`config.mk`:
```
export PLATFORM = sky130hd
export DESIGN_NAME = gregorian_date_add_sub_days
export DESIGN_NICKNAME = d
export VERILOG_FILES = /design/src/design/gdas_pkg.sv /design/src/design/gdas_ctrl.sv /design/src/design/gdas_dp.sv /design/src/design/gregorian_date_add_sub_days.sv
export SDC_FILE = /design/constraint.sdc
export NUM_CORES = 1
export LEC_CHECK = 0
export BUFFER_PORTS_ARGS = -buffer_cell sky130_fd_sc_hd__buf_4
export CAP_MARGIN = 10
export CORE_AREA = 2 2 109 121
export CTS_CLUSTER_DIAMETER = 40
export CTS_CLUSTER_SIZE = 16
export DETAILED_ROUTE_END_ITERATION = 8
export DIE_AREA = 0 0 111 123
export GPL_TIMING_DRIVEN = 0
export PLACE_DENSITY = 0.9
export SLEW_MARGIN = 5
export SYNTH_ARGS = -nofsm -noshare
export SYNTH_HDL_FRONTEND = slang
export SYNTH_SLANG_ARGS = --single-unit
```
`constraint.sdc`:
```
create_clock -name clk -period 10.5 [get_ports clk]
set_input_delay 2.1 -clock clk [delete_from_list [all_inputs] [get_ports clk]]
set_output_delay 2.1 -clock clk [all_outputs]
set_load 0.02 [all_outputs]
```
`src/design/gdas_pkg.sv`:
```
`timescale 1ns / 1ps

package gdas_pkg;

  // Default clamp for the day offset
  localparam int MAX_OFFSET_DEF = 65535;

  // Operation codes
  localparam logic OP_ADD = 1'b0;
  localparam logic OP_SUB = 1'b1;

  // Calendar constants
  localparam logic [3:0]  MONTH_FIRST     = 4'd1;
  localparam logic [3:0]  MONTH_LAST      = 4'd12;
  localparam logic [14:0] YEAR_MIN        = 15'd1601;
  localparam logic [14:0] YEAR_MAX        = 15'd9999;
  localparam logic [8:0]  CYCLE_LAST      = 9'd399;
  localparam logic [8:0]  CENTURY_1       = 9'd100;
  localparam logic [8:0]  CENTURY_2       = 9'd200;
  localparam logic [8:0]  CENTURY_3       = 9'd300;
  localparam int          MOD_BASE        = 400;
  localparam logic [2:0]  MOD_STEPS_LAST  = 3'd5;
  localparam logic [4:0]  FEB_LEAP_DAYS   = 5'd29;
  localparam logic [3:0]  MONTH_FEB       = 4'd2;

  // Month lengths, non-leap; codes outside 1..12 have no days
  localparam logic [4:0] MONTH_LEN [16] = '{
    5'd0, 5'd31, 5'd28, 5'd31, 5'd30, 5'd31, 5'd30, 5'd31,
    5'd31, 5'd30, 5'd31, 5'd30, 5'd31, 5'd0, 5'd0, 5'd0
  };

  typedef struct packed {
    logic        operation;
    logic [4:0]  in_day;
    logic [3:0]  in_month;
    logic [13:0] in_year;
    logic [15:0] day_offset;
  } in_beat_t;

  typedef struct packed {
    logic [4:0]  out_day;
    logic [3:0]  out_month;
    logic [13:0] out_year;
    logic        date_valid;
    logic        range_error;
  } out_beat_t;

  // Controller to datapath
  typedef struct packed {
    logic load;
    logic mod_step;
    logic check;
    logic walk_step;
    logic finish;
  } gdas_cmd_t;

  // Datapath to controller
  typedef struct packed {
    logic mod_last;
    logic date_ok;
    logic walk_done;
    logic out_free;
  } gdas_status_t;

  typedef enum logic [4:0] {
    S_IDLE  = 5'b00001,
    S_MOD   = 5'b00010,
    S_CHECK = 5'b00100,
    S_WALK  = 5'b01000,
    S_DONE  = 5'b10000
  } gdas_state_t;

  // Leap test on the year modulo 400
  function automatic logic is_leap(input logic [8:0] r);
    return (r[1:0] == 2'b00) && (r != CENTURY_1) && (r != CENTURY_2) && (r != CENTURY_3);
  endfunction

  function automatic logic [4:0] month_days(input logic [3:0] m, input logic leap);
    logic [4:0] len;
    len = MONTH_LEN[m];
    if (m == MONTH_FEB && leap) begin
      len = FEB_LEAP_DAYS;
    end
    return len;
  endfunction

  // Restoring-reduction threshold: 400 shifted by the step number
  function automatic logic [13:0] mod_thresh(input logic [2:0] k);
    return 14'(MOD_BASE << k);
  endfunction

endpackage

```
`src/design/gdas_ctrl.sv`:
```
`timescale 1ns / 1ps

module gdas_ctrl import gdas_pkg::*; (
  input  logic         clk,
  input  logic         rst,
  input  logic         in_valid,
  output logic         in_ready,
  input  gdas_status_t status,
  output gdas_cmd_t    cmd
);

  gdas_state_t state;
  gdas_state_t state_next;

  // Hold state, clear on reset
  always_ff @(posedge clk) begin
    if (rst) begin
      state <= S_IDLE;
    end else begin
      state <= state_next;
    end
  end

  // Sequence one item: load, reduce year, check, walk, deliver
  always_comb begin
    state_next = state;
    cmd        = '0;
    in_ready   = 1'b0;
    case (state)
      S_IDLE: begin
        in_ready = 1'b1;
        if (in_valid) begin
          cmd.load   = 1'b1;
          state_next = S_MOD;
        end
      end
      S_MOD: begin
        cmd.mod_step = 1'b1;
        if (status.mod_last) begin
          state_next = S_CHECK;
        end
      end
      S_CHECK: begin
        cmd.check = 1'b1;
        state_next = status.date_ok ? S_WALK : S_DONE;
      end
      S_WALK: begin
        if (status.walk_done) begin
          state_next = S_DONE;
        end else begin
          cmd.walk_step = 1'b1;
        end
      end
      S_DONE: begin
        if (status.out_free) begin
          cmd.finish = 1'b1;
          state_next = S_IDLE;
        end
      end
      default: begin
        state_next = S_IDLE;
      end
    endcase
  end

endmodule

```
`src/design/gdas_dp.sv`:
```
`timescale 1ns / 1ps

module gdas_dp import gdas_pkg::*; #(
  parameter int MAX_OFFSET = MAX_OFFSET_DEF
) (
  input  logic         clk,
  input  logic         rst,
  input  in_beat_t     in_data,
  input  gdas_cmd_t    cmd,
  output gdas_status_t status,
  output out_beat_t    out_data,
  output logic         out_valid,
  input  logic         out_ready
);

  localparam int SUM_W = ($clog2(MAX_OFFSET + 64) > 16) ? $clog2(MAX_OFFSET + 64) : 16;
  localparam int ACC_W = SUM_W + 1;

  logic signed [ACC_W-1:0] d;
  logic        [ACC_W-1:0] off;
  logic        [3:0]       m;
  logic        [14:0]      y;
  logic        [13:0]      rw;
  logic        [2:0]       k;
  logic                    op;
  logic                    valid;

  logic        [ACC_W-1:0] off_ext;
  logic        [13:0]      thr;
  logic        [8:0]       r;
  logic        [8:0]       r_up;
  logic        [8:0]       r_dn;
  logic        [8:0]       r_prev;
  logic        [3:0]       m_prev;
  logic        [4:0]       dim_cur;
  logic        [4:0]       dim_prev;
  logic signed [ACC_W-1:0] dim_cur_s;
  logic signed [ACC_W-1:0] dim_prev_s;
  logic                    in_range;

  assign off_ext    = {{(ACC_W-16){1'b0}}, in_data.day_offset};
  assign thr        = mod_thresh(k);
  assign r          = rw[8:0];
  assign r_up       = (r == CYCLE_LAST) ? 9'd0 : r + 9'd1;
  assign r_dn       = (r == 9'd0) ? CYCLE_LAST : r - 9'd1;
  assign m_prev     = (m == MONTH_FIRST) ? MONTH_LAST : m - 4'd1;
  assign r_prev     = (m == MONTH_FIRST) ? r_dn : r;
  assign dim_cur    = month_days(m, is_leap(r));
  assign dim_prev   = month_days(m_prev, is_leap(r_prev));
  assign dim_cur_s  = signed'({{(ACC_W-5){1'b0}}, dim_cur});
  assign dim_prev_s = signed'({{(ACC_W-5){1'b0}}, dim_prev});
  assign in_range   = (y >= YEAR_MIN) && (y <= YEAR_MAX);

  // Status back to the controller
  assign status.mod_last  = (k == 3'd0);
  assign status.date_ok   = (y >= YEAR_MIN) && (m >= MONTH_FIRST) && (m <= MONTH_LAST) &&
                            (d >= signed'(ACC_W'(1))) && (d <= dim_cur_s);
  assign status.walk_done = op ? (d >= signed'(ACC_W'(1))) : (d <= dim_cur_s);
  assign status.out_free  = !out_valid || out_ready;

  // Working registers: load, reduce year mod 400, apply offset, walk months
  always_ff @(posedge clk) begin
    if (cmd.load) begin
      op    <= in_data.operation;
      d     <= signed'({{(ACC_W-5){1'b0}}, in_data.in_day});
      m     <= in_data.in_month;
      y     <= {1'b0, in_data.in_year};
      rw    <= in_data.in_year;
      k     <= MOD_STEPS_LAST;
      off   <= (off_ext > ACC_W'(MAX_OFFSET)) ? ACC_W'(MAX_OFFSET) : off_ext;
      valid <= 1'b0;
    end else if (cmd.mod_step) begin
      if (rw >= thr) begin
        rw <= rw - thr;
      end
      k <= k - 3'd1;
    end else if (cmd.check) begin
      valid <= status.date_ok;
      if (status.date_ok) begin
        d <= op ? d - signed'(off) : d + signed'(off);
      end
    end else if (cmd.walk_step) begin
      if (!op) begin
        // Forward: drop this month's days and advance
        d <= d - dim_cur_s;
        if (m == MONTH_LAST) begin
          m  <= MONTH_FIRST;
          y  <= y + 15'd1;
          rw <= {5'd0, r_up};
        end else begin
          m <= m + 4'd1;
        end
      end else begin
        // Backward: step to the prior month and add its days
        d  <= d + dim_prev_s;
        m  <= m_prev;
        rw <= {5'd0, r_prev};
        if (m == MONTH_FIRST) begin
          y <= y - 15'd1;
        end
      end
    end
  end

  // Output register: hold the beat until taken
  always_ff @(posedge clk) begin
    if (rst) begin
      out_valid <= 1'b0;
    end else if (cmd.finish) begin
      out_valid <= 1'b1;
    end else if (out_ready) begin
      out_valid <= 1'b0;
    end
  end

  always_ff @(posedge clk) begin
    if (cmd.finish) begin
      out_data.out_day     <= d[4:0];
      out_data.out_month   <= m;
      out_data.out_year    <= y[13:0];
      out_data.date_valid  <= valid;
      out_data.range_error <= valid && !in_range;
    end
  end

endmodule

```
`src/design/gregorian_date_add_sub_days.sv`:
```
`timescale 1ns / 1ps
// An input beat passes through load, year reduction mod 400, date check, the month walk
// (one step per month crossed, up to about 2200 for a 65535-day offset) and delivery;
// an invalid date skips the walk. The block takes one item at a time; the month walk
// steps one month per cycle, and a result that waits in the output register holds
// the next item in its final state until it is taken.
// Reset (synchronous, active high) clears the controller and the output valid.

module gregorian_date_add_sub_days import gdas_pkg::*; #(
  parameter int MAX_OFFSET = MAX_OFFSET_DEF
) (
  input  logic      clk,
  input  logic      rst,
  input  logic      in_valid,
  output logic      in_ready,
  input  in_beat_t  in_data,
  output logic      out_valid,
  input  logic      out_ready,
  output out_beat_t out_data
);

  gdas_cmd_t    cmd;
  gdas_status_t status;

  gdas_ctrl u_ctrl (
    .clk      (clk),
    .rst      (rst),
    .in_valid (in_valid),
    .in_ready (in_ready),
    .status   (status),
    .cmd      (cmd)
  );

  gdas_dp #(
    .MAX_OFFSET (MAX_OFFSET)
  ) u_dp (
    .clk       (clk),
    .rst       (rst),
    .in_data   (in_data),
    .cmd       (cmd),
    .status    (status),
    .out_data  (out_data),
    .out_valid (out_valid),
    .out_ready (out_ready)
  );

endmodule

```
==> impl_results.rst <==
.. list-table::
   :header-rows: 1

   * - Metric
     - Value
   * - Run status
     - finished, final reports clean
   * - Floorplan die height
     - ~120 µm
   * - Async set or reset register ratio after synthesis
     - 0%
   * - CTS tree
     - done
   * - Commonest cells after routing, fill and taps aside
     - nand2_1, edfxtp_1, nor2_1, a21oi_1, buf_4
   * - CTS hold repair buffers
     - 0
   * - Family of cells with the greatest summed delay on the critical path
     - compound AO/OA/AOI/OAI gates
   * - Number of remaining DRC errors
     - 0
   * - Placeable Area
     - 0.0124 mm²
   * - Number of synthesized flops with an enable pin
     - 79
   * - Setup skew after layout
     - 0.00917 ns
   * - Unrepaired setup endpoints after global routing
     - false
   * - Crit Path Class
     - reg -> reg
   * - H-tree level count
     - 3
   * - Combinational family with the most area after synthesis
     - compound AO/OA/AOI/OAI gates
   * - Die Area
     - ~0.014 mm²
   * - Count of cells resized by post-cts repair
     - 0
   * - Post-CTS Setup Bufs
     - 0
   * - Count of maximum capacitance violations
     - 0
   * - Count of antenna diodes in the layout
     - 0
   * - Final ANT Viol Nets
     - 0
   * - Total Routed Length
     - 21.5 mm
   * - Wire length per cell
     - between 15 and 20 µm
   * - Routability cong.
     - 0.978
   * - Number of violations reported at the end of detailed-routing iteration 0
     - 623
   * - Post-synthesis net count
     - 999
   * - Top-level I/O count
     - between 70 and 80
   * - GRT Util Overall
     - roughly a third
   * - Clk Tree Root Cell
     - clkbuf_16
   * - Critical Path Max Stage Delay
     - 0.78 ns
   * - Initial cell density of the core
     - 63.8%
   * - Number of buffers inserted during clock tree synthesis
     - 9
   * - Complex-gate fraction of the synthesized area
     - 21.8%
   * - I/O Buffers
     - 70
   * - Most common flop cell mapped by yosys
     - edfxtp_1
   * - Insertion delay of the later-clocked pin in the worst-skew pair
     - 0.37 ns
   * - Register area share after synthesis
     - between 30 and 40%
   * - Num Clock Sinks
     - 103
   * - Final TNS setup
     - 0 ns
   * - Synth cell types
     - 74
   * - Global-route wire length before repair
     - 34.3 mm
   * - Number of global-route vias before repair
     - between 7,000 and 8,000
   * - Netlist area before placement
     - about 0.008 mm²
   * - Worst slew pin tran
     - 0.981 ns
   * - Yosys warning total
     - 0
   * - Largest fanout on the critical path
     - 15
   * - Mux cell area share after synthesis
     - 1.01%
   * - Final global-route overflow total
     - 0
   * - Share of post-route cells with drive strength above 1
     - 11.1%
   * - Signed area change from the synthesized netlist to the final layout
     - 12.7%
   * - Post-CTS clock slew at the launch and capture registers of the worst setup and hold paths
     - 0.07 ns
   * - Data required time at the worst endpoint
     - 10.75 ns
   * - Leakage power total
     - 3.55 nW
   * - Arrival time worst endpoint
     - 6.10 ns
   * - Routed vias
     - 7,360
   * - Post-synthesis adder-cell area fraction
     - 11.1%
   * - Hpwl dp
     - 16.2 mm
   * - Fill cell count
     - 974
   * - Sort of element at the start of the critical path
     - flop
   * - PwrDens
     - ~170 mW/mm²
   * - NumNets Final
     - around 1,100
   * - Antenna violations before repair
     - 0
   * - Simple logic cell fraction of the synthesized area
     - 19.4%
   * - Number of buffers on the longest clock path
     - 2
   * - Critical-path cell list
     - clkbuf_1 > clkbuf_1 > buf_1 > mux2i_1 > fa_1 > a211oi_1 > o21ai_1 > a211o_1 > a2111oi_0 > o31ai_1 > a2111o_1 > a21oi_1 > o22ai_1
   * - Min cycle time layout
     - 5.85 ns
   * - Xor/xnor share of the synthesized area
     - 6.96%
   * - DP Cell Count
     - 1,114
   * - Die width
     - 111 µm
   * - Headroom to the max-slew limit
     - around a third
   * - Maximum vdd ir drop
     - 126 µV
   * - Syn Inst Count
     - 887
   * - Count of placed standard cells in the final layout, fillers left out
     - 1,131
   * - Leading cell type in the layout, fill and taps excluded
     - nand2_1
   * - Pin count of the biggest net entering global routing
     - 27
   * - Avg Cell Area, Syn
     - 8.94 µm²
   * - Highest clock frequency the design can meet
     - 0.171 GHz
   * - Final number of setup-violating endpoints
     - 0
   * - Vias per inst
     - ~6.5
   * - Kind of capture point of the worst setup path
     - flop
   * - Dominant cell type by count on the critical path
     - clkbuf_1
   * - Number of pins with negative max-slew slack in the final report
     - 0
   * - Max stage delay cell, worst path
     - edfxtp_1
   * - Number of buffers and inverters on the critical path
     - 3
   * - Number of core rows
     - 43
   * - Final worst-path cycle share
     - 55.7%
   * - Synth Register Bits
     - 103
   * - Number of endpoints with negative hold slack in the final report
     - 0
   * - Classification of the worst-slack hold path
     - reg -> reg
   * - Total iterations of the first detailed-routing run
     - 7
==> sequential cells by signal, indices dropped and copies added, names as in the netlist <==
name            count
u_dp.valid          1
u_dp.op             1
u_dp.out_valid      1
u_dp.off           16
u_dp.out_data      25
u_dp.d             18
u_dp.m              4
u_dp.k              3
u_dp.y             15
u_dp.rw            14
u_ctrl.state        5
==> final timing paths <==
path,from,end,slack (ns),cells past startpoint
worst min-delay path,u_dp.m[3],u_dp.out_data[19],0.44,0
worst max register to register,u_dp.op,u_dp.d[16],4.65,13
worst max-delay path,u_dp.op,u_dp.d[16],4.65,13
worst min register to register,u_dp.m[3],u_dp.out_data[19],0.44,0
==> Yosys cell counts (11+ instances only) <==
cell      number  share of area, %
edfxtp_1      79                30
and2_1        12              0.95
xnor2_1       43               4.8
and3_1        12              0.95
nand3_1       18               1.1
inv_1         33               1.6
dfxtp_1       24               6.1
xor2_1        20               2.2
a31oi_1       11              0.87
a21o_1        15               1.4
o21ai_0       64               4.0
o31ai_1       11               1.0
nor2_1        74               3.5
a21oi_1       73               4.6
nand2_1       81               3.8
ha_1          64                10
nor3_1        28               1.8
clkbuf_1      27               1.3
==> cell families (layout without fill, tap and decap cells) <==
| kind of cell | after synthesis | in the layout |
|---|---|---|
| compound gates | 269 | 269 |
| xor+xnor | 63 | 63 |
| fa+ha+maj | 68 | 68 |
| buf+inv | 73 | 160 |
| flops | 103 | 103 |
| mux | 8 | 8 |
| simple gates | 303 | 303 |
==> per-stage QoR <==
stage                     hold WS, ns  setup WS (ns)  utilization [%]  area, µm²  power, mW
after CTS                       0.443           4.73             71.8       8920       1.51
after detailed placement        0.429           4.82             69.7       8670       1.21
after global placement          0.435           4.72             69.6       8650       1.18
after global routing            0.457           4.42             71.9       8930       1.62
final                           0.443           4.65             71.9       8930       1.53
after floorplan                 0.421           5.78                -       7930       1.04
==> report_power, final <==
part           leakage [nW]  internal, mW  switching [mW]  total [mW]
Clock                 0.124         0.158           0.149       0.308
Sequential            0.931         0.502          0.0473       0.549
Combinational          2.49         0.279           0.392       0.671
==> final cells by class <==
cell class	count	area [µm²]	area share, %
clock inverter	5	25.0	0.280
timing repair buffer	71	533	5.97
multi-input combinational	711	4790	53.7
sequential	103	2850	31.9
tap	157	196	2.20
inverter	34	128	1.43
buffer	39	169	1.89
clock buffer	11	233	2.61
==> routing by layer <==
metal / up-vias / wire length [µm] / global-route usage [%]
met2: 366 / 10700 / 57.1
li1: 3474 / - / -
met3: 81 / 1720 / 6.32
met1: 3439 / 8010 / 35.1
met5: - / 0 / 0
met4: 0 / 1080 / 18.2
Note: power is estimated with default switching activity, not from simulation.
